`src/rtl/core/bce_pkg.sv`:
```
// ---------------------------------------------------------------------------
// Binary cross-entropy package
// Shared constants, types, controller codes and the log2 table builder.
// ---------------------------------------------------------------------------
`default_nettype none

package bce_pkg;

  // Item counter width and log table size.
  localparam int COUNT_BITS  = 20;
  localparam int LOG_BITS    = 10;
  localparam int LOG_ENTRIES = 1 << LOG_BITS;

  // Field widths.
  localparam int P_BITS     = 16;
  localparam int U_BITS     = 32;
  localparam int LOSS_BITS  = 21;
  localparam int GRAD_BITS  = 40;
  localparam int SUM_BITS   = 40;
  localparam int L2_BITS    = 20;
  localparam int NLN_BITS   = 20;
  localparam int PROD_BITS  = 64;
  localparam int DVD_BITS   = 64;
  localparam int DSR_BITS   = COUNT_BITS + 16;
  localparam int MUL_BITS   = 32;

  // Constants of the arithmetic.
  localparam logic [29:0]    LN2_Q30   = 30'd744261118;
  localparam logic [15:0]    ONE_Q15   = 16'd32768;
  localparam logic [14:0]    P_MAX     = 15'd32767;
  localparam logic [14:0]    P_MIN     = 15'd1;

  // Configuration register map.
  localparam int             ADDR_BITS         = 3;
  localparam logic [ADDR_BITS-1:0] REG_GRAD_ENABLE = 3'd0;

  // Result kinds.
  localparam logic KIND_FORWARD  = 1'b0;
  localparam logic KIND_BACKWARD = 1'b1;

  // Controller states.
  typedef enum logic [4:0] {
    ST_IDLE, ST_DECIDE,
    ST_LOG_A, ST_LN_A, ST_SAVE_A, ST_LOG_B, ST_LN_B, ST_SAVE_B,
    ST_MUL_YA, ST_MUL_YB, ST_ACCUM,
    ST_DIV_MEAN, ST_WAIT_MEAN, ST_OUT_LOSS,
    ST_DIV_QA, ST_WAIT_QA, ST_SAVE_QA,
    ST_DIV_QB, ST_WAIT_QB, ST_SAVE_QB,
    ST_MUL_G, ST_DIV_G, ST_WAIT_G, ST_OUT_GRAD
  } state_t;

  // Datapath commands.
  typedef enum logic [4:0] {
    OP_NOP, OP_LOAD, OP_LOG_A, OP_LOG_B, OP_LN_MUL, OP_SAVE_A, OP_SAVE_B,
    OP_MUL_YA, OP_MUL_YB, OP_ACCUM, OP_DIV_MEAN, OP_OUT_LOSS,
    OP_DIV_QA, OP_SAVE_QA, OP_DIV_QB, OP_SAVE_QB, OP_MUL_G, OP_DIV_G,
    OP_OUT_GRAD
  } op_t;

  // Status from the datapath side to the controller.
  typedef struct packed {
    logic kind;
    logic last;
    logic grad_enable;
    logic div_done;
    logic out_free;
  } status_t;

  typedef logic [L2_BITS-1:0] log_rom_t [LOG_ENTRIES];

  // log2(1 + idx/LOG_ENTRIES) in Q20 by repeated squaring.
  function automatic logic [L2_BITS-1:0] log2_entry(input int idx);
    logic [63:0]        v;
    logic [L2_BITS-1:0] r;
    v = (64'd1 << 30) + (64'(idx) << (30 - LOG_BITS));
    r = '0;
    for (int k = 0; k < L2_BITS; k++) begin
      v = (v * v) >> 30;
      r = {r[L2_BITS-2:0], 1'b0};
      if (v >= (64'd2 << 30)) begin
        v    = v >> 1;
        r[0] = 1'b1;
      end
    end
    return r;
  endfunction

  function automatic log_rom_t build_log_rom();
    log_rom_t t;
    for (int i = 0; i < LOG_ENTRIES; i++) begin
      t[i] = log2_entry(i);
    end
    return t;
  endfunction

endpackage

`default_nettype wire

```
`src/rtl/core/bce_dp.sv`:
```
// ---------------------------------------------------------------------------
// Datapath
// Operand registers, shared multiplier, loss state and output register.
// ---------------------------------------------------------------------------
`default_nettype none

module bce_dp (
  input  wire logic                             clk,
  input  wire logic                             rst,
  input  wire bce_pkg::op_t                     op,
  input  wire logic                             pass_kind,
  input  wire logic [bce_pkg::P_BITS-1:0]       prediction,
  input  wire logic [bce_pkg::P_BITS-1:0]       target_value,
  input  wire logic signed [bce_pkg::U_BITS-1:0] upstream_grad,
  input  wire logic                             last_item,
  output logic      [bce_pkg::LOG_BITS-1:0]     rom_addr,
  input  wire logic [bce_pkg::L2_BITS-1:0]      rom_q,
  output logic                                  div_start,
  output logic      [bce_pkg::DVD_BITS-1:0]     div_dividend,
  output logic      [bce_pkg::DSR_BITS-1:0]     div_divisor,
  input  wire logic [bce_pkg::DVD_BITS-1:0]     div_quotient,
  output logic                                  item_kind,
  output logic                                  item_last,
  output logic                                  out_free,
  output logic                                  out_valid,
  input  wire logic                             out_stall,
  output logic                                  result_kind,
  output logic      [bce_pkg::LOSS_BITS-1:0]    loss_mean,
  output logic signed [bce_pkg::GRAD_BITS-1:0]  grad_value,
  output logic                                  saturated,
  output logic                                  last_result
);
  import bce_pkg::*;

  localparam logic [COUNT_BITS-1:0] COUNT_MAX = '1;
  localparam logic [SUM_BITS-1:0]   SUM_MAX   = '1;

  // Item registers.
  logic              p_lo;
  logic [14:0]       p;
  logic [15:0]       y;
  logic [U_BITS-1:0] u;
  logic [14:0]       p_clamp;
  logic [15:0]       y_sat;
  logic [14:0]       pc;
  logic [15:0]       yc;

  // Working registers.
  logic [3:0]            shift;
  logic [NLN_BITS-1:0]   a;
  logic [NLN_BITS-1:0]   b;
  logic [PROD_BITS-1:0]  prod;
  logic [35:0]           acc;
  logic [31:0]           qa;
  logic [31:0]           dmag;
  logic                  dneg;
  logic [SUM_BITS-1:0]   loss_sum;
  logic [COUNT_BITS-1:0] item_count;
  logic [COUNT_BITS-1:0] held_count;

  // Combinational helpers.
  logic [14:0]           log_x;
  logic [3:0]            e_pos;
  logic [29:0]           x_norm;
  logic [23:0]           l2;
  logic [MUL_BITS-1:0]   mul_a;
  logic [MUL_BITS-1:0]   mul_b;
  logic [PROD_BITS-1:0]  prod_ln_rnd;
  logic [20:0]           term;
  logic [SUM_BITS:0]     sum_add;
  logic [COUNT_BITS-1:0] n_cur;
  logic [COUNT_BITS-1:0] n_held;
  logic [31:0]           qb;
  logic [31:0]           umag;
  logic                  uneg;
  logic [DVD_BITS-1:0]   mag;
  logic                  gneg;
  logic [GRAD_BITS-1:0]  gval;
  logic                  gsat;

  assign p_lo    = (prediction == '0);
  assign p_clamp = p_lo ? P_MIN :
                   (prediction > {1'b0, P_MAX}) ? P_MAX : prediction[14:0];
  assign y_sat   = (target_value > ONE_Q15) ? ONE_Q15 : target_value;
  assign pc      = 15'(ONE_Q15 - {1'b0, p});
  assign yc      = ONE_Q15 - y;

  // Leading one of the log operand and table index.
  assign log_x = (op == OP_LOG_B) ? pc : p;
  always_comb begin
    e_pos = '0;
    for (int i = 0; i < 15; i++) begin
      if (log_x[i]) begin
        e_pos = 4'(i);
      end
    end
  end
  assign x_norm   = {15'd0, log_x} << (4'd15 - e_pos);
  assign rom_addr = x_norm[14 -: LOG_BITS];
  assign l2       = {shift, 20'd0} - {4'd0, rom_q};

  // Shared multiplier operand selection.
  always_comb begin
    mul_a = '0;
    mul_b = '0;
    priority case (op)
      OP_LN_MUL: begin mul_a = 32'(l2); mul_b = 32'(LN2_Q30); end
      OP_MUL_YA: begin mul_a = 32'(y);  mul_b = 32'(a);       end
      OP_MUL_YB: begin mul_a = 32'(yc); mul_b = 32'(b);       end
      OP_MUL_G:  begin mul_a = dmag;    mul_b = umag;         end
      default: ;
    endcase
  end

  assign prod_ln_rnd = prod + (64'd1 << 33);
  assign term        = 21'((37'(acc) + 37'(prod[34:0]) + 37'd16384) >> 15);
  assign sum_add     = {1'b0, loss_sum} + 41'(term);
  assign n_cur       = (item_count == '0) ? COUNT_BITS'(1) : item_count;
  assign n_held      = (held_count == '0) ? COUNT_BITS'(1) : held_count;
  assign qb          = div_quotient[31:0];
  assign uneg        = u[U_BITS-1];
  assign umag        = uneg ? (32'd0 - u) : u;

  // Divider operand selection.
  always_comb begin
    div_start    = 1'b0;
    div_dividend = '0;
    div_divisor  = '0;
    priority case (op)
      OP_DIV_MEAN: begin
        div_start    = 1'b1;
        div_dividend = 64'(loss_sum) + 64'(n_cur >> 1);
        div_divisor  = DSR_BITS'(n_cur);
      end
      OP_DIV_QA: begin
        div_start    = 1'b1;
        div_dividend = 64'(y) << 16;
        div_divisor  = DSR_BITS'(p);
      end
      OP_DIV_QB: begin
        div_start    = 1'b1;
        div_dividend = 64'(yc) << 16;
        div_divisor  = DSR_BITS'(pc);
      end
      OP_DIV_G: begin
        div_start    = 1'b1;
        div_dividend = prod + (64'(n_held) << 15);
        div_divisor  = {n_held, 16'd0};
      end
      default: ;
    endcase
  end

  // Sign, rounding result and clipping of the gradient.
  assign mag = div_quotient;
  always_comb begin
    gneg = (dneg != uneg) && (prod != '0) && (mag != '0);
    gsat = 1'b0;
    if (gneg) begin
      if (mag > (64'd1 << 39)) begin
        gval = {1'b1, 39'd0};
        gsat = 1'b1;
      end else begin
        gval = 40'(64'd0 - mag);
      end
    end else begin
      if (mag > ((64'd1 << 39) - 64'd1)) begin
        gval = {1'b0, {39{1'b1}}};
        gsat = 1'b1;
      end else begin
        gval = mag[GRAD_BITS-1:0];
      end
    end
  end

  // Working registers.
  always_ff @(posedge clk) begin
    unique case (op)
      OP_LOAD: begin
        item_kind <= pass_kind;
        item_last <= last_item;
        p         <= p_clamp;
        y         <= y_sat;
        u         <= upstream_grad;
      end
      OP_LOG_A, OP_LOG_B: shift <= 4'd15 - e_pos;
      OP_LN_MUL: prod <= 64'(mul_a) * 64'(mul_b);
      OP_SAVE_A: a <= prod_ln_rnd[34 +: NLN_BITS];
      OP_SAVE_B: b <= prod_ln_rnd[34 +: NLN_BITS];
      OP_MUL_YA: prod <= 64'(mul_a) * 64'(mul_b);
      OP_MUL_YB: begin
        acc  <= prod[35:0];
        prod <= 64'(mul_a) * 64'(mul_b);
      end
      OP_SAVE_QA: qa <= qb;
      OP_SAVE_QB: begin
        dneg <= qa > qb;
        dmag <= (qa > qb) ? (qa - qb) : (qb - qa);
      end
      OP_MUL_G: prod <= 64'(mul_a) * 64'(mul_b);
      OP_NOP, OP_ACCUM, OP_DIV_MEAN, OP_OUT_LOSS, OP_DIV_QA, OP_DIV_QB,
      OP_DIV_G, OP_OUT_GRAD: ;
      default: ;
    endcase
  end

  // Loss sum, item count and held count.
  always_ff @(posedge clk) begin
    if (rst) begin
      loss_sum   <= '0;
      item_count <= '0;
      held_count <= COUNT_BITS'(1);
    end else if (op == OP_ACCUM) begin
      loss_sum <= sum_add[SUM_BITS] ? SUM_MAX : sum_add[SUM_BITS-1:0];
      if (item_count != COUNT_MAX) begin
        item_count <= item_count + 1'b1;
      end
    end else if (op == OP_OUT_LOSS) begin
      held_count <= item_count;
      loss_sum   <= '0;
      item_count <= '0;
    end
  end

  // Output register.
  assign out_free = !out_valid || !out_stall;
  always_ff @(posedge clk) begin
    if (rst) begin
      out_valid <= 1'b0;
    end else if (op == OP_OUT_LOSS || op == OP_OUT_GRAD) begin
      out_valid <= 1'b1;
    end else if (!out_stall) begin
      out_valid <= 1'b0;
    end
  end

  always_ff @(posedge clk) begin
    if (op == OP_OUT_LOSS) begin
      result_kind <= KIND_FORWARD;
      loss_mean   <= (mag > 64'((1 << LOSS_BITS) - 1)) ? '1 : mag[LOSS_BITS-1:0];
      grad_value  <= '0;
      saturated   <= 1'b0;
      last_result <= 1'b1;
    end else if (op == OP_OUT_GRAD) begin
      result_kind <= KIND_BACKWARD;
      loss_mean   <= '0;
      grad_value  <= gval;
      saturated   <= gsat;
      last_result <= item_last;
    end
  end

endmodule

`default_nettype wire

```
`config.mk`:
```
export PLATFORM = sky130hd
export DESIGN_NAME = bce_dp
export DESIGN_NICKNAME = d
export VERILOG_FILES = /design/src/rtl/core/bce_pkg.sv /design/src/rtl/core/bce_dp.sv
export SDC_FILE = /design/constraint.sdc
export NUM_CORES = 2
export LEC_CHECK = 0
export CAP_MARGIN = 20
export CORE_ASPECT_RATIO = 0.7
export CORE_MARGIN = 8
export CORE_UTILIZATION = 30
export DETAILED_ROUTE_END_ITERATION = 8
export DONT_BUFFER_PORTS = 1
export GPL_ROUTABILITY_DRIVEN = 0
export SYNTH_ARGS = -nofsm -noshare
export SYNTH_HDL_FRONTEND = slang
export SYNTH_SLANG_ARGS = --single-unit
```
`constraint.sdc`:
```
create_clock -name clk -period 11.4 [get_ports clk]
set_input_delay 0.57 -clock clk [delete_from_list [all_inputs] [get_ports clk]]
set_output_delay 0.57 -clock clk [all_outputs]
set_load 0.02 [all_outputs]
```
### Word level (Yosys, flattened, before mapping)

Cells that the tools add are included.

| operators by class | value |
|---|---|
| add/sub/neg operators | 15 |
| multipliers | 1 |
| magnitude comparators | 6 |
| eq/ne operators | 22 |
| shift operators | 1 |
| muxes and demuxes | 42 |
| bitwise logic cells | 1 |
| reduce and logical (&&, ||, !) cells | 19 |

Operators by type and width:

| cell | count |
|---|---|
| $pmux 32 s4 | 2 |
| $pmux 64 s4 | 1 |
| $mux 40 | 6 |
| $pmux 36 s4 | 1 |
| $reduce_bool 64->1 | 2 |
| $mux 20 | 5 |
| $add 64x35->64 | 1 |
| $gt 64x21->1 const B | 1 |
| $gt 64x39->1 const B | 1 |
| $gt 64x40->1 const B | 1 |
| $mul 32x32->64 | 1 |
| $mux 32 | 2 |
| $sub 32x32->32 | 2 |
| $mux 21 | 3 |
| $add 54x34->54 const B | 1 |
| $add 40x19->41 | 1 |
| $add 40x21->41 | 1 |
| $eq 5x4->1 const B | 8 |
| $logic_not 20->1 | 2 |
| $sub 1x40->40 const A | 1 |
| $add 36x15->36 const B | 1 |
| $add 36x35->36 | 1 |
| $gt 32x32->1 | 1 |
| $mux 4 | 8 |
| other kinds (29) | 53 |

| storage, ports and cells | value |
|---|---|
| bits in registers | 419 |
| bits of input ports | 158 |
| output and inout port bits | 179 |
| logic and storage cells | 130 |

### Depth between registers and ports, before layout

| logic depth | value |
|---|---|
| word-level depth | 18 |
| depth in mapped cells | 41 |
| gate-level depth less buffers | 37 |

### Least setup slack after synthesis

OpenSTA, ideal clock, no wires.

| timing | value |
|---|---|
| path type | input to register |
| from | input op[4] |
| to | register prod[62] (data pin) |
| setup time | 0.264 ns |
| arrival | 10.594 ns |
| data required time | 11.136 ns |
| path slack | 0.542 ns |
| cell stages on the path | 37 |
| path buffers | 7 |
| path through | clkbuf_1 or2_2 clkbuf_1 or2_2 clkbuf_1 inv_1 clkbuf_1 buf_1 nand2_1 o2111ai_1 clkbuf_1 nand2_1 fa_1 inv_1 fa_1 inv_1 fa_1 fa_1 inv_1 fa_1 fa_1 fa_1 inv_1 fa_1 inv_1 ha_1 clkbuf_1 a21o_1 a311o_1 a21boi_0 o21ai_0 a31oi_1 o31a_1 o21ai_0 o21a_1 a221oi_1 xnor2_1 |

| on the way | value |
|---|---|
| word-level cells in the longest chain between the ends | 3 |

Ends and longest elaborated chain:

| element | line | text |
|---|---|---|
| start, declared | bce_dp.sv:10 | `input wire bce_pkg::op_t op,` |
| $eq 5x5->1, or another cell as far along | bce_dp.sv:106, bce_dp.sv:178 |  |
| $pmux 32 s4 | bce_dp.sv:106 | `priority case (op)` |
| $mul 32x32->64 * | n/a |  |
| end signal, assigned | bce_dp.sv:187 | `OP_LN_MUL: prod <= 64'(mul_a) * 64'(mul_b);` |
| end signal, assigned | bce_dp.sv:190 | `OP_MUL_YA: prod <= 64'(mul_a) * 64'(mul_b);` |
| end signal, assigned | bce_dp.sv:193 | `prod <= 64'(mul_a) * 64'(mul_b);` |
| end, declared | bce_dp.sv:52 | `logic [PROD_BITS-1:0] prod;` |

Mark *: on every way between the ends. The rest lies on a longest branch, timed or not.
A chain may end at the register's enable or synchronous reset.

### Worst setup path in the final report

| timing | value |
|---|---|
| from | register u[3] |
| to | register prod[60] (data pin) |

| on the way | value |
|---|---|
| word-level cells in the longest chain between the ends | 4 |

Ends and longest elaborated chain:

| element | line | text |
|---|---|---|
| start, declared | bce_dp.sv:42 | `logic [U_BITS-1:0] u;` |
| start signal, assigned | bce_dp.sv:184 | `u <= upstream_grad;` |
| $sub 1x32->32 | bce_dp.sv:122 | `assign umag = uneg ? (32'd0 - u) : u;` |
| $mux 32 * | bce_dp.sv:122 |  |
| $pmux 32 s4 * | bce_dp.sv:106 |  |
| $mul 32x32->64 * | n/a |  |

Marked as above.

==> results.md <==
- Vias in the first global route: 52.0k
- Top post-synthesis cells by area: fa_1 29%, edfxtp_1 14%, ha_1 9.3%
- Slew at the pin with the worst max-slew slack: 1.21 ns
- Via count: 53.4k
- Skew-Pair Late Insertion Delay: around 0.66 ns
- CORE AREA: 206000 um2
- CTS tree: done
- RSZ-0062 raised after global routing: no
- Fin crit share: 96.3%
- Most used cell, CP: fa_1
- Final Setup Violations: 0
- Worst Path Arrival: approximately 11 ns
- Height of the die: 397 um
- Max stage delay on crit path: 0.68 ns
- Prevailing post-synth register cell: edfxtp_1
- Final wirelength: 234000 um
- First-pass GRT wire length: between 300000 and 400000 um
- Cells after synthesis: just over 7k
- Grt total ovfl: 0
- Post-Route Skew: 0.0519 ns
- DPL Wire Length: about 190000 um
- Core Util, Final: 33.0%
- Seq/Total Area, Yosys: 18.2%
- Die X-Extent: ~560 um
- Post-Syn Area: 62200 um2
- Top cell type by total area after synthesis: fa_1
- FFs w/ async S/R, synth: 0%
- CTS buffer count: 47
- MaxCap Viol Count: 0
- Synth warn: 0
- Yosys reg bits: 419
- Final worst path period need: approximately 11 ns
- Top-area cell type share of the netlist area: 29.0%
- Peak supply drop: between 0.1 and 0.15 mV
- Initial antenna violation count: 24
- # DRC: 0
- Layout area overhead: 9.26%
- Largest net degree at the start of global routing: 67
- Startpoint types: flop
- Max Clk Rate: roughly 91 MHz
- Drt pass-1 iters: 6
- Maximum fanout along the worst path: 8
- Fin. max-slew vios: 0
- Layout net count: ~8.6k
- Die area: 222000 um2
- Lkg Pwr: 30.5 nW
- First DRT Iteration DRCs: 6056
- Mapped Nets: between 8k and 9k
- Share of cells above drive strength 1: 5.25%
- Worst-path clk slew: 0.07 ns
- Final ANT Viol Nets: 0
- EDFF count, synth: 295
- Avg Cell Area, Syn: about 8.6 um2
- Hold Path Class: in -> reg
- CTS H-tree lvls: 2
- Critical path endpoint category: flop
- Clock Tree Buf Depth: 3
- Worst path required time: 11.78 ns
- I/O pins: 337
- Initial Util: 30.2%
- CTS root buffer: clkbuf_16
- Worst path slowest cell: or4_1
- Buffers on Ports: 0
- TNS Setup: 0 ns
- Relative slew slack: 19.7%
- Vias per inst: 5.40
- Hold Violations, Final: 0
- Status: complete, no violations
- TritonCTS Sinks: 419
- DR WL/cell: between 20 and 25 um
- Tot GR Track Use: 20.4%
- Non-Filler Instances: between 9k and 10k
- Pwr Density: 61.3 nW/um2
- Cells after DPL: approximately 10k
- Setup CP Type: reg -> reg
- Rows: around 140
- Synth cell types: 96
cell usage after synthesis, types with 15 or more instances:
master and count:
nor4_1 64, edfxtp_1 295, a21oi_1 278, xor2_1 145, o21bai_1 42, or3_1 40, o21a_1 32, nor2b_1 48
nor2_1 766, nand2_1 961, and3_1 38, a221oi_1 20, a211oi_1 32, xnor2_1 178, or4_1 22, o22ai_1 15
ha_1 461, clkbuf_1 381, o21ai_0 283, a22oi_1 23, nand4_1 74, a21o_1 93, a221o_1 16, a22o_1 19
or2_2 31, fa_1 901, a31oi_1 30, nor3_1 124, nand2b_1 45, and2_1 60, nor3b_1 19, o21ai_1 15
o31ai_1 43, inv_1 1142, a2111oi_0 24, mux2i_1 32, nand3_1 91, dfxtp_1 124, o211ai_1 27
what timing repair did:
item                                    in CTS  in global routing
hold buffers                                48                  0
setup buffers                                0                  0
hold endpoints to repair                    90                  0
endpoints found under the setup margin       0                 10
gates resized for setup                      0                  7
worst paths after layout:
check,startpoint,end,slack [ns],cells after the start
hold reg to reg,held_count[0],held_count[0],0.47,2
setup / recovery,u[3],prod[60],0.42,31
hold / removal,upstream_grad[0],u[0],0.04,0
setup reg to reg,u[3],prod[60],0.42,31
per-stage QoR:
stage	cell area, um2	setup WS [ns]	hold WS (ns)	power (mW)
final	67900	0.424	0.0372	4.16
after global routing	67900	0.0291	0.0236	4.30
after CTS	67800	0.399	0.00897	4.17
after detailed placement	65700	0.212	0.454	2.50
after global placement	65700	0.399	0.451	2.49
after floorplan	62200	0.542	0.424	2.25
area by class of cell:
cell class | count | area, um2
Clock inverter | 34 | 403
Tap cell | 2749 | 3440
Inverter | 1143 | 4290
Timing Repair Buffer | 237 | 2000
Sequential cell | 419 | 11300
Multi-Input combinational cell | 5253 | 45200
Clock buffer | 52 | 1190
Antenna cell | 7 | 17.5
Fill cell | 21300 | 138000
sequential cells by signal (all words and copies together), names as in the netlist, 21 cells and up:
signal / flops
acc: 36
dmag: 32
grad_value: 40
loss_mean: 21
loss_sum: 40
prod: 64
qa: 32
u: 32
where the power goes:
group          internal (mW)  total (mW)  switching, mW
combinational          0.242       0.720          0.478
sequential              1.69        1.79          0.102
clock                  0.922        1.65          0.730
cell families after synthesis:
kind of cell               count (synthesis)  share of synthesized area [%]
xor gates and xnor gates                 324                           4.60
AOI/OAI and AO/OA                       1106                           11.5
DFF                                      419                           18.2
muxes                                     38                          0.642
and+or+nand+nor                         2423                           17.2
buffers and inverters                   1556                           9.49
adders and majority gates               1362                           38.3
placed cells by master, fill, tap and decap left out, types with 62 or more instances in the layout:
| cell | synthesis | routed |
|---|---|---|
| inv_1 | 1142 | 1141 |
| nand4_1 | 74 | 74 |
| a21o_1 | 93 | 93 |
| a21oi_1 | 278 | 277 |
| ha_1 | 461 | 461 |
| nor3_1 | 124 | 120 |
| buf_4 | 4 | 178 |
| xor2_1 | 145 | 145 |
| fa_1 | 901 | 901 |
| dfxtp_1 | 124 | 124 |
| nand2_1 | 961 | 960 |
| nor4_1 | 64 | 62 |
| xnor2_1 | 178 | 178 |
| o21ai_0 | 283 | 273 |
| edfxtp_1 | 295 | 295 |
| nor2_1 | 766 | 756 |
| nand3_1 | 91 | 89 |
routing by layer:
layer  GRT usage [%]  wire length [um]
met2            28.8             93200
met1            29.2            100000
met3            6.44             30200
met5               0                 0
met4            6.74              9870
worst max-delay path, delay by kind of cell, from the launching register on:
kind / cells / cell delay [ns]
compound gates: 6 / 1.72
xor+xnor: 2 / 0.26
fa+ha+maj: 9 / 4.78
buf+inv: 4 / 0.24
flops: 1 / 0.55
simple gates: 10 / 3.18
Note: power is estimated with default switching activity, not from simulation.
