===== config.mk =====
export PLATFORM = sky130hd
export DESIGN_NAME = bce_ctrl
export DESIGN_NICKNAME = d
export VERILOG_FILES = /design/src/rtl/core/bce_pkg.sv /design/src/rtl/core/bce_ctrl.sv
export SDC_FILE = /design/constraint.sdc
export NUM_CORES = 1
export LEC_CHECK = 0
export ABC_CLOCK_PERIOD_IN_PS = 4900
export BUFFER_PORTS_ARGS = -buffer_cell sky130_fd_sc_hd__buf_4
export CORE_AREA = 5 5 42 44
export CTS_BUF_LIST = sky130_fd_sc_hd__clkbuf_4 sky130_fd_sc_hd__clkbuf_8
export CTS_CLUSTER_SIZE = 8
export DETAILED_ROUTE_END_ITERATION = 8
export DIE_AREA = 0 0 47 49
export PLACE_DENSITY = 0.77
export SLEW_MARGIN = 0
export SYNTH_ARGS = -nofsm -noshare
export SYNTH_HDL_FRONTEND = slang
export SYNTH_SLANG_ARGS = --single-unit

===== constraint.sdc =====
create_clock -name clk -period 4.9 [get_ports clk]
set_input_delay 0.49 -clock clk [delete_from_list [all_inputs] [get_ports clk]]
set_output_delay 0.49 -clock clk [all_outputs]
set_load 0.1 [all_outputs]

===== src/rtl/core/bce_pkg.sv =====
// ---------------------------------------------------------------------------
// Binary cross-entropy package
// Shared constants, types, controller codes and the log2 table builder.
// ---------------------------------------------------------------------------
`default_nettype none

package bce_pkg;

  // Item counter width and log table size.
  localparam int COUNT_BITS  = 20;
  localparam int LOG_BITS    = 10;
  localparam int LOG_ENTRIES = 1 << LOG_BITS;

  // Field widths.
  localparam int P_BITS     = 16;
  localparam int U_BITS     = 32;
  localparam int LOSS_BITS  = 21;
  localparam int GRAD_BITS  = 40;
  localparam int SUM_BITS   = 40;
  localparam int L2_BITS    = 20;
  localparam int NLN_BITS   = 20;
  localparam int PROD_BITS  = 64;
  localparam int DVD_BITS   = 64;
  localparam int DSR_BITS   = COUNT_BITS + 16;
  localparam int MUL_BITS   = 32;

  // Constants of the arithmetic.
  localparam logic [29:0]    LN2_Q30   = 30'd744261118;
  localparam logic [15:0]    ONE_Q15   = 16'd32768;
  localparam logic [14:0]    P_MAX     = 15'd32767;
  localparam logic [14:0]    P_MIN     = 15'd1;

  // Configuration register map.
  localparam int             ADDR_BITS         = 3;
  localparam logic [ADDR_BITS-1:0] REG_GRAD_ENABLE = 3'd0;

  // Result kinds.
  localparam logic KIND_FORWARD  = 1'b0;
  localparam logic KIND_BACKWARD = 1'b1;

  // Controller states.
  typedef enum logic [4:0] {
    ST_IDLE, ST_DECIDE,
    ST_LOG_A, ST_LN_A, ST_SAVE_A, ST_LOG_B, ST_LN_B, ST_SAVE_B,
    ST_MUL_YA, ST_MUL_YB, ST_ACCUM,
    ST_DIV_MEAN, ST_WAIT_MEAN, ST_OUT_LOSS,
    ST_DIV_QA, ST_WAIT_QA, ST_SAVE_QA,
    ST_DIV_QB, ST_WAIT_QB, ST_SAVE_QB,
    ST_MUL_G, ST_DIV_G, ST_WAIT_G, ST_OUT_GRAD
  } state_t;

  // Datapath commands.
  typedef enum logic [4:0] {
    OP_NOP, OP_LOAD, OP_LOG_A, OP_LOG_B, OP_LN_MUL, OP_SAVE_A, OP_SAVE_B,
    OP_MUL_YA, OP_MUL_YB, OP_ACCUM, OP_DIV_MEAN, OP_OUT_LOSS,
    OP_DIV_QA, OP_SAVE_QA, OP_DIV_QB, OP_SAVE_QB, OP_MUL_G, OP_DIV_G,
    OP_OUT_GRAD
  } op_t;

  // Status from the datapath side to the controller.
  typedef struct packed {
    logic kind;
    logic last;
    logic grad_enable;
    logic div_done;
    logic out_free;
  } status_t;

  typedef logic [L2_BITS-1:0] log_rom_t [LOG_ENTRIES];

  // log2(1 + idx/LOG_ENTRIES) in Q20 by repeated squaring.
  function automatic logic [L2_BITS-1:0] log2_entry(input int idx);
    logic [63:0]        v;
    logic [L2_BITS-1:0] r;
    v = (64'd1 << 30) + (64'(idx) << (30 - LOG_BITS));
    r = '0;
    for (int k = 0; k < L2_BITS; k++) begin
      v = (v * v) >> 30;
      r = {r[L2_BITS-2:0], 1'b0};
      if (v >= (64'd2 << 30)) begin
        v    = v >> 1;
        r[0] = 1'b1;
      end
    end
    return r;
  endfunction

  function automatic log_rom_t build_log_rom();
    log_rom_t t;
    for (int i = 0; i < LOG_ENTRIES; i++) begin
      t[i] = log2_entry(i);
    end
    return t;
  endfunction

endpackage

`default_nettype wire


===== src/rtl/core/bce_ctrl.sv =====
// ---------------------------------------------------------------------------
// Controller
// State machine sequencing the loss and gradient steps of one word.
// ---------------------------------------------------------------------------
`default_nettype none

module bce_ctrl (
  input  wire logic             clk,
  input  wire logic             rst,
  input  wire logic             in_valid,
  output logic                  in_stall,
  input  wire bce_pkg::status_t sts,
  output bce_pkg::op_t          op
);
  import bce_pkg::*;

  state_t state;
  state_t state_next;

  always_ff @(posedge clk) begin
    if (rst) begin
      state <= ST_IDLE;
    end else begin
      state <= state_next;
    end
  end

  assign in_stall = (state != ST_IDLE);

  // Next state and command.
  always_comb begin
    state_next = state;
    op         = OP_NOP;
    unique case (state)
      ST_IDLE: begin
        if (in_valid) begin
          op         = OP_LOAD;
          state_next = ST_DECIDE;
        end
      end
      ST_DECIDE: begin
        if (sts.kind == KIND_FORWARD) begin
          state_next = ST_LOG_A;
        end else if (sts.grad_enable) begin
          state_next = ST_DIV_QA;
        end else begin
          state_next = ST_IDLE;
        end
      end
      ST_LOG_A:  begin op = OP_LOG_A;  state_next = ST_LN_A;   end
      ST_LN_A:   begin op = OP_LN_MUL; state_next = ST_SAVE_A; end
      ST_SAVE_A: begin op = OP_SAVE_A; state_next = ST_LOG_B;  end
      ST_LOG_B:  begin op = OP_LOG_B;  state_next = ST_LN_B;   end
      ST_LN_B:   begin op = OP_LN_MUL; state_next = ST_SAVE_B; end
      ST_SAVE_B: begin op = OP_SAVE_B; state_next = ST_MUL_YA; end
      ST_MUL_YA: begin op = OP_MUL_YA; state_next = ST_MUL_YB; end
      ST_MUL_YB: begin op = OP_MUL_YB; state_next = ST_ACCUM;  end
      ST_ACCUM: begin
        op         = OP_ACCUM;
        state_next = sts.last ? ST_DIV_MEAN : ST_IDLE;
      end
      ST_DIV_MEAN: begin op = OP_DIV_MEAN; state_next = ST_WAIT_MEAN; end
      ST_WAIT_MEAN: begin
        if (sts.div_done) begin
          state_next = ST_OUT_LOSS;
        end
      end
      ST_OUT_LOSS: begin
        if (sts.out_free) begin
          op         = OP_OUT_LOSS;
          state_next = ST_IDLE;
        end
      end
      ST_DIV_QA: begin op = OP_DIV_QA; state_next = ST_WAIT_QA; end
      ST_WAIT_QA: begin
        if (sts.div_done) begin
          state_next = ST_SAVE_QA;
        end
      end
      ST_SAVE_QA: begin op = OP_SAVE_QA; state_next = ST_DIV_QB; end
      ST_DIV_QB:  begin op = OP_DIV_QB;  state_next = ST_WAIT_QB; end
      ST_WAIT_QB: begin
        if (sts.div_done) begin
          state_next = ST_SAVE_QB;
        end
      end
      ST_SAVE_QB: begin op = OP_SAVE_QB; state_next = ST_MUL_G; end
      ST_MUL_G:   begin op = OP_MUL_G;   state_next = ST_DIV_G; end
      ST_DIV_G:   begin op = OP_DIV_G;   state_next = ST_WAIT_G; end
      ST_WAIT_G: begin
        if (sts.div_done) begin
          state_next = ST_OUT_GRAD;
        end
      end
      ST_OUT_GRAD: begin
        if (sts.out_free) begin
          op         = OP_OUT_GRAD;
          state_next = ST_IDLE;
        end
      end
      default: state_next = ST_IDLE;
    endcase
  end

endmodule

`default_nettype wire


---- Yosys cells after proc, flatten, opt, wreduce, memory -nomap -nowiden ----
Index checks and enable logic that the tools add are counted.
word-level totals
  flip-flop bits (word level) ............. 5
  latch bits .............................. 0
  memory bits (writable) .................. 0
  memory bits (read-only) ................. 0
  word-level logic and storage cells ...... 49
  memories kept ........................... 0
operators by class
  $add $sub $neg .......................... 0
  $mul .................................... 0
  div/mod/pow operators ................... 0
  $lt $le $gt $ge ......................... 0
  eq/ne operators ......................... 29
  shift operators ......................... 0
  multiplexer cells ....................... 14
  bitwise logic cells ..................... 0
  reduce and logical (&&, ||, !) cells .... 5
operators with widths
  kind                number
  $pmux 5 s23         1
  $pmux 5 s18         1
  $eq 5x4->1 const B  8
  $eq 5x5->1 const B  8
  $mux 5              7
  $eq 5x3->1 const B  4
  $mux 4              4
  $eq 5x2->1 const B  2
  $ne 2x2->1 const B  5
  $reduce_and 6->1    1
  $eq 5x1->1 const B  1
  $logic_not 5->1     1
  $reduce_bool 5->1   1
  $reduce_or 2->1     2
  $ne 2x1->1 const B  1
  $mux 1              1

---- Longest topological paths before layout ----
Gate-level depths: netlist of the first run.
  depth after elaboration ................. 4
  mapped depth ............................ 7
  depth with buffers taken out ............ 5

---- Worst setup path after synthesis of the first run ----
No wires, ideal clock.
  kind .................................... register to output
  start point ............................. register state[3]
  end point ............................... output port op[2]
  arrival time ............................ 3.187 ns
  slack ................................... 1.223 ns
  stages on the path, launching flop included .. 6
  cells stage by stage .................... dfxtp_1 or2b_4 or2_2 a21oi_1 a21oi_1 o21ai_0
on the way
  word-level cells in the longest chain between the ends .. 3
  elaborated cells between the ends (all ways) .. 21
  classes of those cells .................. eq/ne (18); mux (1); reduce/logical (2)
RTL lines
  what                                             RTL line        source
  start: declaration                               bce_ctrl.sv:17  state_t state;
  start signal: assignment                         bce_ctrl.sv:24  state <= state_next;
  $eq 5x3->1 / $eq 5x2->1 (equally long branches)  bce_ctrl.sv:34  unique case (state)
  $reduce_or 2->1 (no source line)                 n/a
  $pmux 5 s18 *                                    bce_ctrl.sv:34
  end: declaration                                 bce_ctrl.sv:13  output bce_pkg::op_t op
Every way passes the cells marked *; elsewhere a longest branch is shown, timed or not.

---- Worst setup path in the final report of the first run ----
Ends and elaborated chain as after synthesis.

==> results.py, run 1 <==
metrics = {
    "drt": {
        "via_per_inst": 6.28,
        "totalWireLength_um": 1840,
        "drt_iter0_drc": 36,
        "drt_pass1_iterations": 4,
        "post_drt_wl_per_cell_um": 14.6,
        "drc": 0,
        "vias": 791,
        "final_antenna_net_count": 0,
    },
    "timing": {
        "hold_violations": 0,
        "final-setup-viol-count": 0,
        "tns_ps": 0,
        "fin_crit_ps": 2760,
        "finClkSkew_ps": 2.37,
        "fmax_ghz": 0.363,
        "maxSlewHeadroom_pct": 50.0,
        "finalWorstSetupSlack_ps": 2140,
        "drv_slew": 0,
        "rsz0062_at_grt": "false",
        "holdWs_ps": 450,
        "tightest_slew_ps": 750,
        "fin_crit_sh_pct": 56.3,
    },
    "place": {
        "io_buffer_count": 13,
        "dp_worst_setup_slack_ps": 2400,
        "hpwl_um": 1270,
        "dp.cells": 122,
        "place_congestion": 0.825,
    },
    "finish": {
        "top_regs": "state x5",
        "n_antenna_cell": 0,
        "final_core_util_pct": 56.3,
        "fin_nets": 119,
        "area_growth_pct": 15.1,
        "stdcell_count": 126,
        "max_flop_register": "state",
        "drive_above_1_share_pct": 23.6,
        "fill_cells": 143,
        "largest_reg_flops": 5,
    },
    "worst_setup_path": {
        "reg2reg_slack_ps": 2780,
        "crit_path_max_incr_delay_ps": 680,
        "r2r_start": "state[1]",
        "cpLargestDelayFamily": "flip-flops",
        "critPathLaunchType": "register",
        "cp_max_fo": 22,
        "crit_slowest_cell": "dfxtp_1",
        "path_common_cell": "a21oi_1",
        "end_kind": "output pin",
        "worst-path-buf-inv": 1,
        "criticalPathCategory": "register to output pin",
        "timing.rr.end": "state[4]",
        "path_cells": "or2b_4 -> or2_2 -> a21oi_1 -> a21oi_1 -> o21ai_0 -> buf_4",
        "arrival_ps": 2270,
        "reg2reg_depth": 5,
        "critPathRequiredTime_ps": 4410,
    },
    "run": {
        "cap_viol_max_count": 0,
    },
    "grt": {
        "grt.overflow.total": 0,
        "grt_pass1_vias": 703,
        "grt_usage_pct": 17.7,
        "antenna_found_initial": 0,
        "grt_pass1_wl_um": 3150,
        "grt_max_degree": 25,
    },
    "hold_path": {
        "min_to": "state[0]",
        "hp-class": "primary input to register",
        "holdPathStages": 2,
        "hold_start": "rst",
    },
    "floorplan": {
        "die_area_mm2": 0.00230,
        "initial_core_util_pct": 48.9,
        "die_x_um": 47,
        "pin_count": 14,
        "core-area_mm2": 0.00140,
        "die_y_um": 49,
        "rows": 14,
    },
    "clocking": {
        "clkLatencyLatePin_ps": 240,
        "clockRootBuffer": "clkbuf_4",
        "cts_tree": "yes",
        "cts_resized": 0,
        "cts_sinks": 5,
        "holdBufCountCts": 0,
        "clk_pin_slew_ps": 40,
        "cts_buffer_depth": 2,
        "h-tree-depth": 1,
        "cts_buffers": 3,
        "cts_setup_buffers": 0,
    },
    "yosys": {
        "postSynthAreaPerCell_um2": 6.72,
        "synth_cell_types": 47,
        "synth-edff-count": 0,
        "ys.warnings.count": 0,
        "ys_seq_elements": 5,
        "ys_seq_area_share_pct": 14.6,
        "syn_area_um2": 686,
        "async_reset_ff_share_pct": 0,
        "synthCells": 102,
        "synth.net_count": 110,
        "ys.flop_type": "dfxtp_1",
    },
    "pwr": {
        "powerDensity_mw_per_mm2": 556,
        "ir_worst_vdd_mv": 0.336,
        "leakage_nw": 0.283,
    },
    "run_status": {
        "status": "completed",
    },
}
## synthesized netlist by cell type (2+ instances only)
library cell | number | area (um^2)
o22ai_1 | 2 | 12.5
nand2_1 | 7 | 26.3
a21oi_1 | 9 | 45.0
nand3_1 | 3 | 15.0
o21a_1 | 2 | 15.0
a21boi_0 | 2 | 15.0
o211ai_1 | 2 | 15.0
a31oi_1 | 3 | 18.8
nor3_1 | 4 | 20.0
o221ai_1 | 2 | 17.5
nand2b_1 | 3 | 18.8
o21ai_0 | 8 | 40.0
dfxtp_1 | 5 | 100
nor2b_1 | 2 | 12.5
or2_2 | 3 | 18.8
buf_2 | 2 | 10.0
inv_1 | 5 | 18.8
nor2_1 | 5 | 18.8
clkbuf_1 | 5 | 18.8
## placed cells by master (no fill, tap or decap), types with 2 or more instances in the layout
master and n:
a21boi_0 2, clkbuf_4 4, a21oi_1 9, nand2_1 7, nand3_1 3, o22ai_1 2, dfxtp_1 5, nor3_1 4
o221ai_1 2, nor2b_1 2, nor2_1 5, nand2b_1 3, a31oi_1 3, or2_2 3, inv_1 5, buf_4 13
o211ai_1 2, o21ai_0 8, o21a_1 2
## kinds of logic (layout without fill, tap and decap cells)
logic type             after synthesis  in the layout  synth area share (%)
AO/OA/AOI/OAI                       41             41                  39.6
XOR/XNOR                             1              1                  1.28
buffers and inverters               14             22                  9.12
flip-flops                           5              5                  14.6
multiplexers                         1              1                  1.46
AND/OR/NAND/NOR                     40             40                  33.9
## per-layer routing
layer  vias up  routed length [um]  track usage [%]
met5         -                   0                0
met4         0                  26             5.07
met2        22                 895             25.8
met1       366                 835             26.3
li1        399                   -                -
met3         4                  86             2.21
## worst max path at each step
stage | startpoint | end | slack, ps | cells after the start
after detailed placement | state[3] | op[2] | 2400 | 6
after global placement | state[3] | op[2] | 2440 | 6
final | state[3] | op[2] | 2140 | 6
after global routing | state[3] | op[2] | 1950 | 6
after CTS | state[3] | op[2] | 2150 | 6
after floorplan | state[3] | op[2] | 1220 | 5
## cell type report
type                       instances  area, um^2  share of cell area, %
clock buffer                       4        30.0                   3.80
inverter                           5        18.8                   2.38
multi-input combinational         83         523                   66.2
sequential                         5         100                   12.7
tap                               16        20.0                   2.54
timing repair buffer              13        97.6                   12.4
## per-stage QoR
step | total power (W) | instance area, um^2
after floorplan | 0.000334 | 686
after CTS | 0.000438 | 790
final | 0.000439 | 790
after detailed placement | 0.000383 | 759
after global routing | 0.000467 | 790
after global placement | 0.000380 | 759
## report_power, final
group          switching [W]  internal (W)  total [W]
Combinational       0.000204     0.0000858   0.000290
Clock              0.0000168     0.0000363  0.0000531
Sequential         0.0000465     0.0000494  0.0000958
Total               0.000267      0.000171   0.000439
No activity file was read; power rests on OpenSTA's default activity.
==> run 2: changes to the inputs <==
--- a/config.mk
+++ b/config.mk
@@ -5,14 +5,15 @@
 export SDC_FILE = /design/constraint.sdc
 export NUM_CORES = 1
 export LEC_CHECK = 0
-export ABC_CLOCK_PERIOD_IN_PS = 4900
+export ABC_AREA = 1
+export ABC_CLOCK_PERIOD_IN_PS = 2200
 export BUFFER_PORTS_ARGS = -buffer_cell sky130_fd_sc_hd__buf_4
-export CORE_AREA = 5 5 42 44
+export CORE_MARGIN = 5
+export CORE_UTILIZATION = 50
 export CTS_BUF_LIST = sky130_fd_sc_hd__clkbuf_4 sky130_fd_sc_hd__clkbuf_8
 export CTS_CLUSTER_SIZE = 8
 export DETAILED_ROUTE_END_ITERATION = 8
-export DIE_AREA = 0 0 47 49
-export PLACE_DENSITY = 0.77
+export PLACE_DENSITY = 0.78
 export SLEW_MARGIN = 0
 export SYNTH_ARGS = -nofsm -noshare
 export SYNTH_HDL_FRONTEND = slang
==> constraint.sdc (replaced) <==
create_clock -name clk -period 2.2 [get_ports clk]
set_input_delay 0.22 -clock clk [delete_from_list [all_inputs] [get_ports clk]]
set_output_delay 0.22 -clock clk [all_outputs]
set_load 0.1 [all_outputs]
==> results.py, run 2 <==
metrics = {
    "yosys": {
        "synth_top_area_share_pct": 26.4,
        "muxShareOfSynthArea_pct": 0,
        "ys.flop_type": "dfxtp_1",
        "async_reset_ff_share_pct": 0,
        "syn_area_um2": 696,
        "synth_xor_area_share_pct": 0,
        "synth_compound_area_share_pct": 14.4,
        "postSynthAreaPerCell_um2": 4.93,
        "ys.warnings.count": 0,
        "synth.most_common_cell": "nand2_1",
        "synth_area_leaders": "nand2_1, dfxtp_1, nor2_1",
        "synth-edff-count": 0,
        "synth_cell_types": 20,
        "synth_area_leader_cell": "nand2_1",
        "synth_top_family_by_area": "simple AND/OR/NAND/NOR gates",
        "ys_seq_area_share_pct": 14.4,
        "ys_seq_elements": 5,
        "synth.net_count": 149,
        "yosys-top-cells-count": "nand2_1, nor2_1, inv_1",
        "yosys.area_share.simple_pct": 60.3,
        "synth_fa_ha_area_share_pct": 0,
        "synthCells": 141,
    },
    "grt": {
        "gr-usage-met1_pct": 30.3,
        "grt_max_degree": 12,
        "use_met2_pct": 35.3,
        "grt.overflow.total": 0,
        "grt-busiest-layer": "met2",
        "grt_pass1_vias": 833,
        "use_met3_pct": 7.66,
        "antenna_found_initial": 0,
        "grt_usage_pct": 22.8,
        "grt_pass1_wl_um": 3640,
    },
    "drt": {
        "drt_pass1_iterations": 4,
        "vias": 973,
        "drc": 0,
        "drt_iter0_drc": 53,
        "totalWireLength_um": 2190,
        "post_drt_wl_per_cell_um": 12.7,
        "via_per_inst": 5.62,
        "final_antenna_net_count": 0,
    },
    "floorplan": {
        "die_area_mm2": 0.00224,
        "core-area_mm2": 0.00130,
        "initial_core_util_pct": 53.5,
        "die_x_um": 47.3,
        "die_y_um": 47.3,
        "rows": 13,
        "pin_count": 14,
    },
    "clocking": {
        "cts_setup_buffers": 0,
        "clockRootBuffer": "clkbuf_4",
        "cts_sinks": 5,
        "clk_pin_slew_ps": 50,
        "cts_buffer_depth": 2,
        "cts_buffers": 3,
        "clkLatencyLatePin_ps": 250,
        "holdBufCountCts": 0,
        "cts_tree": "yes",
        "h-tree-depth": 1,
    },
    "timing": {
        "hold_violations": 0,
        "fin_crit_sh_pct": 94.0,
        "finClkSkew_ps": 0.335,
        "tightest_slew_ps": 289,
        "rsz0062_at_grt": "false",
        "drv_slew": 0,
        "fin_crit_ps": 2070,
        "final-setup-viol-count": 0,
        "fmax_ghz": 0.484,
        "holdWs_ps": 136,
        "maxSlewHeadroom_pct": 80.6,
        "finalWorstSetupSlack_ps": 133,
    },
    "worst_setup_path": {
        "critPathCapture": "op[3]",
        "criticalPathCategory": "register to output pin",
        "end_kind": "output pin",
        "critPathLaunchType": "register",
        "critPathRequiredTime_ps": 1980,
        "cp_max_fo": 7,
        "crit_slowest_cell": "dfxtp_1",
        "r2r_start": "state[3]",
        "reg2reg_slack_ps": 630,
        "path_cells": "inv_1 -> nor2_1 -> inv_1 -> nor2_1 -> nor2_1 -> nand3_1 -> buf_4",
        "path_common_cell": "nor2_1",
        "crit_path_max_incr_delay_ps": 350,
        "timing.rr.end": "state[0]",
        "reg2reg_depth": 8,
        "arrival_ps": 1850,
        "critPathLaunch": "state[3]",
    },
    "place": {
        "hpwl_um": 1760,
        "place_congestion": 0.964,
        "dp_worst_setup_slack_ps": 341,
        "dpl-instance-area_um2": 843,
        "io_buffer_count": 13,
    },
    "finish": {
        "top_regs": "state x5",
        "finish.instance_area_um2": 886,
        "drive_above_1_share_pct": 22.2,
        "max_flop_register": "state",
        "final_core_util_pct": 68.1,
        "layout_common_cells": "nand2_1, nor2_1, inv_1, nand3_1, buf_4",
        "largest_reg_flops": 5,
        "area_growth_pct": 27.3,
        "n_antenna_cell": 0,
        "layout_commonest_cell": "nand2_1",
        "fin_nets": 167,
    },
    "run_status": {
        "status": "completed",
    },
    "hold_path": {
        "hp-class": "primary input to register",
    },
    "run": {
        "cap_viol_max_count": 0,
    },
}
## run 2: cell count changes in the layout (fill, tap and decap cells not counted), moves of 3 or more
cell      before  now
a31oi_1        3    0
dfxtp_1        5    1
dfxtp_2        0    4
inv_1          5   15
inv_2          0    4
nand2_1        7   48
nand2b_1       3    0
nand3_1        3   15
nor2_1         5   23
o21ai_0        8    4
or2_2          3    0
## run 2: logic make-up (layout without fill, tap and decap cells)
| logic type | after synthesis | count (layout) |
|---|---|---|
| AOI/OAI and AO/OA | 17 | 17 |
| buffers and inverters | 20 | 37 |
| DFF | 5 | 5 |
| and+or+nand+nor | 99 | 99 |
## run 2: stage by stage
stage          cells  TNS, ps
2_1_floorplan    141     -103
3_3_place_gp     169        0
3_5_place_dp     169        0
4_1_cts          173        0
5_1_grt          173        0
6_report         173        0
## run 2: how the worst min path moves through the flow
| stage | from | end | slack [ps] | depth (start not counted) |
|---|---|---|---|---|
| CTS | rst | state[1] | 130 | 2 |
| floorplan | rst | state[1] | 290 | 1 |
| finish | rst | state[4] | 140 | 2 |
| global route | rst | state[4] | 130 | 2 |
| global placement | rst | state[4] | 400 | 2 |
| detailed placement | rst | state[4] | 400 | 2 |
## run 2: worst max-delay path, delay by kind of cell, from the launching register on
family | cells | cell delay, ps
and+or+nand+nor | 4 | 660
buffers and inverters | 3 | 580
DFF | 1 | 350
## run 2: routing by layer
metal / wire length [um] / part of all wire (%)
met1: 900 / 41
met3: 248 / 11
met4: 24 / 1.1
met2: 1020 / 46
met5: 0 / 0
## run 2: area by class of cell
cell class | instances | area [um^2]
clock buffer | 4 | 30.0
fill | 133 | 415
inverter | 19 | 71.3
multi-input combinational | 116 | 552
sequential | 5 | 105
tap | 15 | 18.8
timing repair buffer | 14 | 109
## run 2: repair_timing
item / 4_1_cts / 5_1_grt
endpoints found under the setup margin: 0 / 4
resized for setup: 0 / 5
hold endpoints to repair: 0 / 0
Power of run 2 is left out: the tool's default activity adds up to more than one toggle a clock period on the data nets, which glitch-free logic cannot reach.
==> run 3: changes to the inputs <==
--- a/config.mk
+++ b/config.mk
@@ -14,6 +14,7 @@
 export CTS_CLUSTER_SIZE = 8
 export DETAILED_ROUTE_END_ITERATION = 8
 export PLACE_DENSITY = 0.78
+export REMOVE_ABC_BUFFERS = 1
 export SLEW_MARGIN = 0
 export SYNTH_ARGS = -nofsm -noshare
 export SYNTH_HDL_FRONTEND = slang
==> results.py, run 3 (synthesis results as in run 2) <==
metrics = {
    "run_status": {
        "status": "completed",
    },
    "timing": {
        "maxSlewHeadroom_pct": 80.0,
        "tightest_slew_ps": 299,
        "fin_crit_sh_pct": 94.1,
        "drv_slew": 0,
        "rsz0062_at_grt": "false",
        "hold_violations": 0,
        "fin_crit_ps": 2070,
        "fmax_ghz": 0.483,
        "finClkSkew_ps": 0.706,
        "holdWs_ps": 145,
        "final-setup-viol-count": 0,
    },
    "clocking": {
        "cts_buffer_depth": 2,
        "cts_setup_buffers": 0,
        "holdBufCountCts": 0,
        "h-tree-depth": 1,
        "clockRootBuffer": "clkbuf_4",
        "cts_sinks": 5,
        "cts_buffers": 3,
        "clk_pin_slew_ps": 40,
        "cts_tree": "yes",
        "cts_resized": 0,
        "clkLatencyLatePin_ps": 240,
    },
    "finish": {
        "max_flop_register": "state",
        "stdcell_count": 173,
        "layout_commonest_cell": "nand2_1",
        "largest_reg_flops": 5,
        "layout_common_cells": "nand2_1, nor2_1, inv_1, nand3_1, buf_4",
        "drive_above_1_share_pct": 17.1,
        "n_antenna_cell": 0,
        "fin_nets": 167,
        "top_regs": "state x5",
        "final_core_util_pct": 65.3,
        "area_growth_pct": 22.1,
    },
    "drt": {
        "drt_iter0_drc": 56,
        "totalWireLength_um": 2100,
        "post_drt_wl_per_cell_um": 12.1,
        "drt_pass1_iterations": 4,
        "drc": 0,
        "final_antenna_net_count": 0,
        "vias": 984,
        "via_per_inst": 5.69,
    },
    "worst_setup_path": {
        "arrival_ps": 1850,
        "critPathLaunchType": "register",
        "criticalPathCategory": "register to output pin",
        "critPathRequiredTime_ps": 1980,
        "cp_max_fo": 7,
        "end_kind": "output pin",
    },
    "grt": {
        "grt_max_degree": 12,
        "grt.overflow.total": 0,
        "antenna_found_initial": 0,
        "grt_pass1_vias": 856,
        "grt_pass1_wl_um": 3570,
        "grt_usage_pct": 21.4,
    },
    "floorplan": {
        "rows": 13,
        "die_area_mm2": 0.00224,
        "initial_core_util_pct": 53.5,
        "die_y_um": 47.3,
        "pin_count": 14,
        "core-area_mm2": 0.00130,
        "die_x_um": 47.3,
    },
    "place": {
        "dp.cells": 169,
        "place_congestion": 0.994,
        "io_buffer_count": 13,
        "hpwl_um": 1710,
    },
    "hold_path": {
        "hp-class": "primary input to register",
    },
    "run": {
        "cap_viol_max_count": 0,
    },
}
## run 3: changes by cell type in the layout (fill, tap and decap cells not counted)
cell       delta
dfxtp_1       +3
dfxtp_2       -3
inv_1         +1
inv_2         -1
nand2_1       +1
nand2_2       -1
nor2_1        +1
nor2_4        -1
nor3_1        +1
nor3_2        -1
o2111ai_1     +1
o2111ai_4     -1
## run 3: final cells by class
cell class                 instances  area (um^2)
fill                             142          452
tap                               15         18.8
clock buffer                       4         30.0
sequential                         5          101
multi-input combinational        116          519
timing repair buffer              14          109
inverter                          19         71.3
## run 3: layer usage
metal,vias up,track usage [%],share of wire (%)
met5,-,0,0
met4,0,1.66,0.67
met3,4,4.60,11
met2,81,34.8,46
met1,408,30.0,42
li1,491,-,-
## run 3: stage by stage
step,TNS (ps),area [um^2],worst slack [ps]
after global placement,0,815,324
after CTS,0,845,78.9
after global routing,0,850,35.1
after detailed placement,0,815,336
after floorplan,-1100,691,-877
final,0,850,129
## run 3: worst paths after layout
check,slack [ps],endpoint,depth (start not counted),startpoint
min,140,state[4],2,rst
min reg2reg,550,state[4],2,state[4]
max reg2reg,650,state[2],8,state[0]
max,130,op[0],7,state[3]
## run 3: critical path: stages, from the launching register on
cell	delay (ps)
dfxtp_1	350
inv_1	140
nor2_1	210
inv_1	140
nor2_1	270
nor3_1	90
o2111ai_1	80
buf_4	320
Power of run 3 is left out for the same reason.
